### src/hw/rtl/fqds_pkg.sv
// Shared types, codes and helpers for the FIFO queue unit.
// No dependencies; every other file of the block imports this package.
package fqds_pkg;

    localparam int QUEUE_DEPTH = 16;
    localparam int IDX_W       = $clog2(QUEUE_DEPTH);
    localparam int CNT_W       = $clog2(QUEUE_DEPTH + 1);
    localparam int DATA_W      = 32;

    localparam logic [1:0] ACT_ADD    = 2'd0;
    localparam logic [1:0] ACT_REMOVE = 2'd1;
    localparam logic [1:0] ACT_DUMP   = 2'd2;
    localparam logic [1:0] ACT_STATS  = 2'd3;

    localparam logic [1:0] KIND_LISTED  = 2'd0;
    localparam logic [1:0] KIND_REMOVED = 2'd1;
    localparam logic [1:0] KIND_EMPTY   = 2'd2;
    localparam logic [1:0] KIND_STATS   = 2'd3;

    typedef struct packed {
        logic [1:0]               action;
        logic signed [DATA_W-1:0] item_value;
    } t_in_item;

    typedef struct packed {
        logic [1:0]               reply_kind;
        logic signed [DATA_W-1:0] item_out;
        logic                     last;
        logic [DATA_W-1:0]        solved_total;
        logic [CNT_W-1:0]         pending_total;
    } t_out_item;

    typedef struct packed {
        logic       push;
        logic       pop;
        logic       dump_load;
        logic       dump_step;
        logic       emit;
        logic       rd_dump;
        logic       last;
        logic [1:0] kind;
    } t_cmd;

    typedef struct packed {
        logic empty;
        logic full;
        logic dump_last;
    } t_status;

    function automatic logic [IDX_W-1:0] next_slot(input logic [IDX_W-1:0] idx);
        return (idx == IDX_W'(QUEUE_DEPTH - 1)) ? '0 : idx + IDX_W'(1);
    endfunction

endpackage

### src/hw/rtl/fqds_ctrl.sv
// Controller state machine of the FIFO queue unit.
// Depends on fqds_pkg; drives commands to fqds_dpath from its status.
module fqds_ctrl
    import fqds_pkg::*;
(
    input  logic     i_clk,
    input  logic     i_rst_n,
    input  logic     start,
    input  logic [1:0] i_action,
    input  t_status  i_status,
    output t_cmd     o_cmd,
    output logic     busy
);

    typedef enum logic [1:0] {
        S_IDLE = 2'b01,
        S_DUMP = 2'b10
    } t_state;

    t_state r_state, n_state;

    always_ff @(posedge i_clk) begin
        if (!i_rst_n) begin
            r_state <= S_IDLE;
        end else begin
            r_state <= n_state;
        end
    end

    always_comb begin
        n_state = r_state;
        o_cmd   = '0;
        case (r_state)
            S_IDLE: begin
                if (start) begin
                    case (i_action)
                        ACT_ADD: begin
                            o_cmd.push = !i_status.full;
                        end
                        ACT_REMOVE: begin
                            o_cmd.emit = 1'b1;
                            o_cmd.last = 1'b1;
                            if (i_status.empty) begin
                                o_cmd.kind = KIND_EMPTY;
                            end else begin
                                o_cmd.kind = KIND_REMOVED;
                                o_cmd.pop  = 1'b1;
                            end
                        end
                        ACT_DUMP: begin
                            if (i_status.empty) begin
                                o_cmd.emit = 1'b1;
                                o_cmd.last = 1'b1;
                                o_cmd.kind = KIND_EMPTY;
                            end else begin
                                o_cmd.dump_load = 1'b1;
                                n_state         = S_DUMP;
                            end
                        end
                        default: begin
                            o_cmd.emit = 1'b1;
                            o_cmd.last = 1'b1;
                            o_cmd.kind = KIND_STATS;
                        end
                    endcase
                end
            end
            S_DUMP: begin
                o_cmd.emit      = 1'b1;
                o_cmd.kind      = KIND_LISTED;
                o_cmd.rd_dump   = 1'b1;
                o_cmd.dump_step = 1'b1;
                o_cmd.last      = i_status.dump_last;
                if (i_status.dump_last) begin
                    n_state = S_IDLE;
                end
            end
            default: begin
                n_state = S_IDLE;
            end
        endcase
    end

    assign busy = (r_state == S_DUMP);

endmodule

### src/hw/rtl/fqds_dpath.sv
// Datapath of the FIFO queue unit: ring memory, indexes, counters, result register.
// Depends on fqds_pkg; commanded by fqds_ctrl.
module fqds_dpath
    import fqds_pkg::*;
(
    input  logic                     i_clk,
    input  logic                     i_rst_n,
    input  t_cmd                     i_cmd,
    input  logic signed [DATA_W-1:0] i_value,
    output t_status                  o_status,
    output logic                     o_strobe,
    output t_out_item                o_result
);

    logic [DATA_W-1:0] r_mem [QUEUE_DEPTH];

    logic [IDX_W-1:0]  r_head, r_tail, r_pos;
    logic [CNT_W-1:0]  r_occ, r_left;
    logic [DATA_W-1:0] r_solved;
    logic              r_strobe;
    logic [1:0]        r_kind;
    logic [DATA_W-1:0] r_item;
    logic              r_last;
    logic [DATA_W-1:0] r_solved_out;
    logic [CNT_W-1:0]  r_pending_out;

    logic [IDX_W-1:0]  rd_addr;
    logic              rd_item;

    assign rd_addr = i_cmd.rd_dump ? r_pos : r_head;
    assign rd_item = (i_cmd.kind == KIND_LISTED) || (i_cmd.kind == KIND_REMOVED);

    always_ff @(posedge i_clk) begin
        if (i_cmd.push) begin
            r_mem[r_tail] <= i_value;
        end
        if (i_cmd.emit) begin
            r_item <= rd_item ? r_mem[rd_addr] : '0;
        end
    end

    always_ff @(posedge i_clk) begin
        if (!i_rst_n) begin
            r_head   <= '0;
            r_tail   <= '0;
            r_occ    <= '0;
            r_solved <= '0;
            r_pos    <= '0;
            r_left   <= '0;
            r_strobe <= 1'b0;
        end else begin
            if (i_cmd.push) begin
                r_tail <= next_slot(r_tail);
                r_occ  <= r_occ + CNT_W'(1);
            end
            if (i_cmd.pop) begin
                r_head <= next_slot(r_head);
                r_occ  <= r_occ - CNT_W'(1);
                if (r_solved != '1) begin
                    r_solved <= r_solved + DATA_W'(1);
                end
            end
            if (i_cmd.dump_load) begin
                r_pos  <= r_head;
                r_left <= r_occ;
            end else if (i_cmd.dump_step) begin
                r_pos  <= next_slot(r_pos);
                r_left <= r_left - CNT_W'(1);
            end
            r_strobe <= i_cmd.emit;
        end
    end

    always_ff @(posedge i_clk) begin
        if (i_cmd.emit) begin
            r_kind        <= i_cmd.kind;
            r_last        <= i_cmd.last;
            r_solved_out  <= (i_cmd.kind == KIND_STATS) ? r_solved : '0;
            r_pending_out <= (i_cmd.kind == KIND_STATS) ? r_occ : '0;
        end
    end

    assign o_status.empty     = (r_occ == '0);
    assign o_status.full      = (r_occ == CNT_W'(QUEUE_DEPTH));
    assign o_status.dump_last = (r_left == CNT_W'(1));

    assign o_strobe                = r_strobe;
    assign o_result.reply_kind     = r_kind;
    assign o_result.item_out       = r_item;
    assign o_result.last           = r_last;
    assign o_result.solved_total   = r_solved_out;
    assign o_result.pending_total  = r_pending_out;

endmodule

### src/hw/rtl/fifo_queue_with_dump_and_stats_unit.sv
// Top level of the FIFO queue unit with dump and statistics.
// Depends on fqds_pkg, fqds_ctrl and fqds_dpath.
//
// Usage:
//   Commands enter on i_item (action, item_value); a command transfers at a
//   rising edge with start high and busy low. Results leave on o_result, each
//   valid for one cycle while o_strobe is high; the receiver cannot stall.
//   Add: no result; dropped when the queue is full.
//   Remove and stats: the result shows in the cycle after the transfer.
//   Empty remove or dump: one empty reply, in the cycle after the transfer.
//   Dump of N queued items: N listed results; busy stays high while entries are
//   listed, one per cycle from the single read port of the ring memory, the
//   first one once the dump state has read and registered it. busy falls
//   in the cycle that carries the last listed entry, so the next command
//   may follow at once. The final result of every command has last set.
//   Reset (synchronous, active low) empties the queue, clears the solved
//   count and drops any dump in progress. Memory contents are not cleared.
module fifo_queue_with_dump_and_stats_unit
    import fqds_pkg::*;
(
    input  logic      i_clk,
    input  logic      i_rst_n,
    input  logic      start,
    input  t_in_item  i_item,
    output logic      busy,
    output logic      o_strobe,
    output t_out_item o_result
);

    t_cmd    cmd;
    t_status status;

    fqds_ctrl u_ctrl (
        .i_clk    (i_clk),
        .i_rst_n  (i_rst_n),
        .start    (start),
        .i_action (i_item.action),
        .i_status (status),
        .o_cmd    (cmd),
        .busy     (busy)
    );

    fqds_dpath u_dpath (
        .i_clk    (i_clk),
        .i_rst_n  (i_rst_n),
        .i_cmd    (cmd),
        .i_value  (i_item.item_value),
        .o_status (status),
        .o_strobe (o_strobe),
        .o_result (o_result)
    );

endmodule

### config.mk
export PLATFORM = sky130hd
export DESIGN_NAME = fifo_queue_with_dump_and_stats_unit
export DESIGN_NICKNAME = d
export VERILOG_FILES = /design/src/hw/rtl/fqds_pkg.sv /design/src/hw/rtl/fqds_ctrl.sv /design/src/hw/rtl/fqds_dpath.sv /design/src/hw/rtl/fifo_queue_with_dump_and_stats_unit.sv
export SDC_FILE = /design/constraint.sdc
export NUM_CORES = 1
export LEC_CHECK = 0
export CORE_MARGIN = 5
export CORE_UTILIZATION = 35
export DETAILED_ROUTE_END_ITERATION = 8
export DONT_BUFFER_PORTS = 1
export HOLD_SLACK_MARGIN = 0.08
export SYNTH_ARGS = -nofsm -noshare
export SYNTH_HDL_FRONTEND = slang
export SYNTH_SLANG_ARGS = --single-unit
### constraint.sdc
create_clock -name i_clk -period 6.5 [get_ports i_clk]
set_input_delay 0.325 -clock i_clk [delete_from_list [all_inputs] [get_ports i_clk]]
set_output_delay 0.325 -clock i_clk [all_outputs]
set_load 0.03 [all_outputs]
==> metrics.cfg <==
[status]
status=completed

[hold_path]
hp-start=i_item[32]
whs_path_depth=4
min_path_type=primary input to flop

[floorplan]
die_w_um=280.2
io_pins=111
initial_core_util_pct=35.15
die_area_mm2=0.07852
rows=99
core_mm2=0.07271
dieHeight_um=280.2

[logic_synthesis]
yosys.area.top_type=edfxtp_1
synth_nets=1761
ys_types=62
synth-seq-area-share_pct=73.09
avgSynthCellArea_um2=14.94
synth_top_area_share_pct=68.62
syn-instance-count=1711
post-synth-top-count-cell=edfxtp_1
syn_area_mm2=0.02556
synth_top_family_by_area=simple AND/OR/NAND/NOR gates
yosys-top-cells-count=edfxtp_1 (584), nand2_1 (382), nand3_1 (104), clkbuf_1 (66), mux4_2 (64)
synth_ff_type=edfxtp_1
synth-edff-count=584
async_reset_ff_share_pct=0
muxShareOfSynthArea_pct=7.804
synth_area_leaders=edfxtp_1 (69%), mux4_2 (5.6%), nand2_1 (5.6%)
synthXorXnorAreaFrac_pct=0.6854
yosys_warnings=0
ys_ff_latch=641
yosys.area_share.simple_pct=11.62
synth_compound_area_share_pct=4.166
synth_adder_area_share_pct=0.6365

[pwr]
ir_drop_v=0.0002164
swShare_pct=22.34
clkPwrFrac_pct=42.6
p_comb_share_pct=3.8
seqPwrFrac_pct=53.6
finalPower_w=0.008818
internal_power_w=0.006848
power_switching_w=0.001970
p_per_area_mw_per_mm2=301.4
p_leak_nw=9.948

[routing]
wl_per_cell_um=21.53
routed_via_density=5.238
ant_nets=0
firstDrtPassIters=5
drtIter0Drc=1213
route.detailed.drc=0
totalWireLength_um=59290
vias=14430

[worst_setup_path]
crit_path_max_fanout=136
criticalPathCategory=flop to flop
ff2ff_path_depth=9
r2r_start=u_ctrl.r_state[0]$_SDFFE_PN1P_
crit_arrival_ps=3670
cp-end-kind=flop
startpoint=u_ctrl.r_state[0]$_SDFFE_PN1P_
worstSetupStartpointType=flop
required_ps=6840

[timing]
max_freq_ghz=0.2998
relSlewSlack_pct=24.82
holdWs_ps=142.6
setup_viol=0
fin_crit_sh_pct=51.31
min_period_ps=3335
slew_violations=0
setup_tns_ps=0
rsz0062_at_grt=no
tightest_slew_ps=1125
hold_viol_final=0
fin_skew_ps=26.42

[clock_network]
cts_root_buf=clkbuf_16
clock_latency_ps=610
cts_tree=done
clock_path_buffers=3
path_clk_slew_ps=60
cts.sinks=641
cts_buffers=69
ctsResizeCount=0
cts_max_level=3

[cells_and_area]
layout-drive-gt1-share_pct=14.57
finalNetCount=1793
fin_util_pct=40.23
area_growth_pct=14.47

[global_route]
grt_antenna_before_repair=5
grt_use_total_pct=14.86
grt-ovfl-total=0
grt_pass1_vias=14500
grt_pass1_wl_um=89770
grt_max_degree=137

[placement]
hpwl_um=30640
place_congestion=0.7830
io_buffer_count=0

[flow_run]
drv_cap=0

==> layout make-up <==
| cell class | count | area (µm²) |
|---|---|---|
| Inverter | 17 | 63.81 |
| Antenna cell | 4 | 10.01 |
| Multi-Input combinational cell | 950 | 6550 |
| Timing Repair Buffer | 64 | 593.1 |
| Fill cell | 6619 | 43460 |
| Tap cell | 959 | 1200 |
| Clock buffer | 77 | 1757 |
| Clock inverter | 42 | 402.9 |
| Sequential cell | 641 | 18680 |
==> routing by layer <==
layer  wire, µm  track usage [%]
met5         15                0
met4       1254            3.987
met3       4077            4.077
met2      29020            25.14
met1      24920            18.99
==> layout by cell type, fill, tap and decap left out, drive strengths merged, types with 10 or more instances in the layout <==
| master | count |
|---|---|
| nand2 | 382 |
| a21oi | 34 |
| dfxtp | 57 |
| nand3 | 104 |
| nand4 | 10 |
| inv | 20 |
| o211ai | 31 |
| nor2 | 47 |
| mux2i | 17 |
| xnor2 | 15 |
| o31ai | 11 |
| buf | 29 |
| ha | 13 |
| dlygate4sd3 | 35 |
| nor3 | 12 |
| edfxtp | 584 |
| o21ai | 10 |
| clkinv | 33 |
| mux4 | 64 |
| or4 | 13 |
| mux2 | 34 |
| clkbuf | 77 |
| o2111ai | 35 |
| and3 | 41 |
==> cell families (layout without fill, tap and decap cells) <==
| family | Yosys count | count (layout) |
|---|---|---|
| AND/OR/NAND/NOR | 654 | 654 |
| flip-flops | 641 | 641 |
| AO/OA/AOI/OAI | 148 | 148 |
| buffers and inverters | 120 | 200 |
| multiplexers | 115 | 115 |
| XOR/XNOR | 20 | 20 |
| adder cells (fa/ha/maj) | 13 | 13 |
| other | 0 | 4 |
==> power by group through the flow <==
stage	logic [W]	clock network [W]	registers, W
2_1_floorplan	0.000213	0	0.00478
3_3_place_gp	0.000275	0	0.00482
3_5_place_dp	0.000281	0	0.00482
4_1_cts	0.000340	0.00386	0.00473
5_1_grt	0.000373	0.00404	0.00473
6_report	0.000335	0.00376	0.00473
==> worst paths after layout <==
| check | endpoint | slack [ps] |
|---|---|---|
| worst max-delay path | u_dpath.r_item[26]$_SDFFCE_PN0P_ | 3160 |
| worst max register to register | u_dpath.r_item[26]$_SDFFCE_PN0P_ | 3160 |
| worst min register to register | u_dpath.r_solved[31]$_SDFFE_PN0P_ | 490 |
| worst min-delay path | u_dpath.r_tail[0]$_SDFFE_PN0P_ | 140 |
==> per-stage QoR <==
stage,instance area (µm²),setup WS [ps],std cells
after global placement,26730,3208,2596
after floorplan,25560,2190,1711
final,29250,3165,2754
after detailed placement,26730,3156,2596
after CTS,29240,3159,2750
after global routing,29250,2961,2753
==> worst max-delay path, cell delays in order, from the launching register on <==
cell and delay (ps):
dfxtp_1 320, inv_1 80, ha_1 140, buf_4 340
mux2i_4 340, buf_12 410, mux4_2 620, mux2_2 270
nand2_1 60, nand3_1 70
==> what timing repair did <==
action,4_1_cts,5_1_grt
endpoints found under the hold margin,524,0
setup buffers,0,0
hold buffers,35,0
==> state kept, by name (all words and copies together) (netlist names) <==
| name | cells |
|---|---|
| u_dpath.r_solved | 32 |
| u_dpath.o_strobe | 1 |
| u_dpath.r_pos | 4 |
| u_dpath.r_left | 5 |
| u_dpath.r_occ | 5 |
| u_dpath.r_last | 1 |
| u_dpath.r_kind | 2 |
| u_dpath.r_mem | 512 |
| u_dpath.r_solved_out | 32 |
| u_dpath.r_pending_out | 5 |
| u_ctrl.r_state | 2 |
| u_dpath.r_head | 4 |
| u_dpath.r_item | 32 |
| u_dpath.r_tail | 4 |
(Power assumes the default switching activity.)
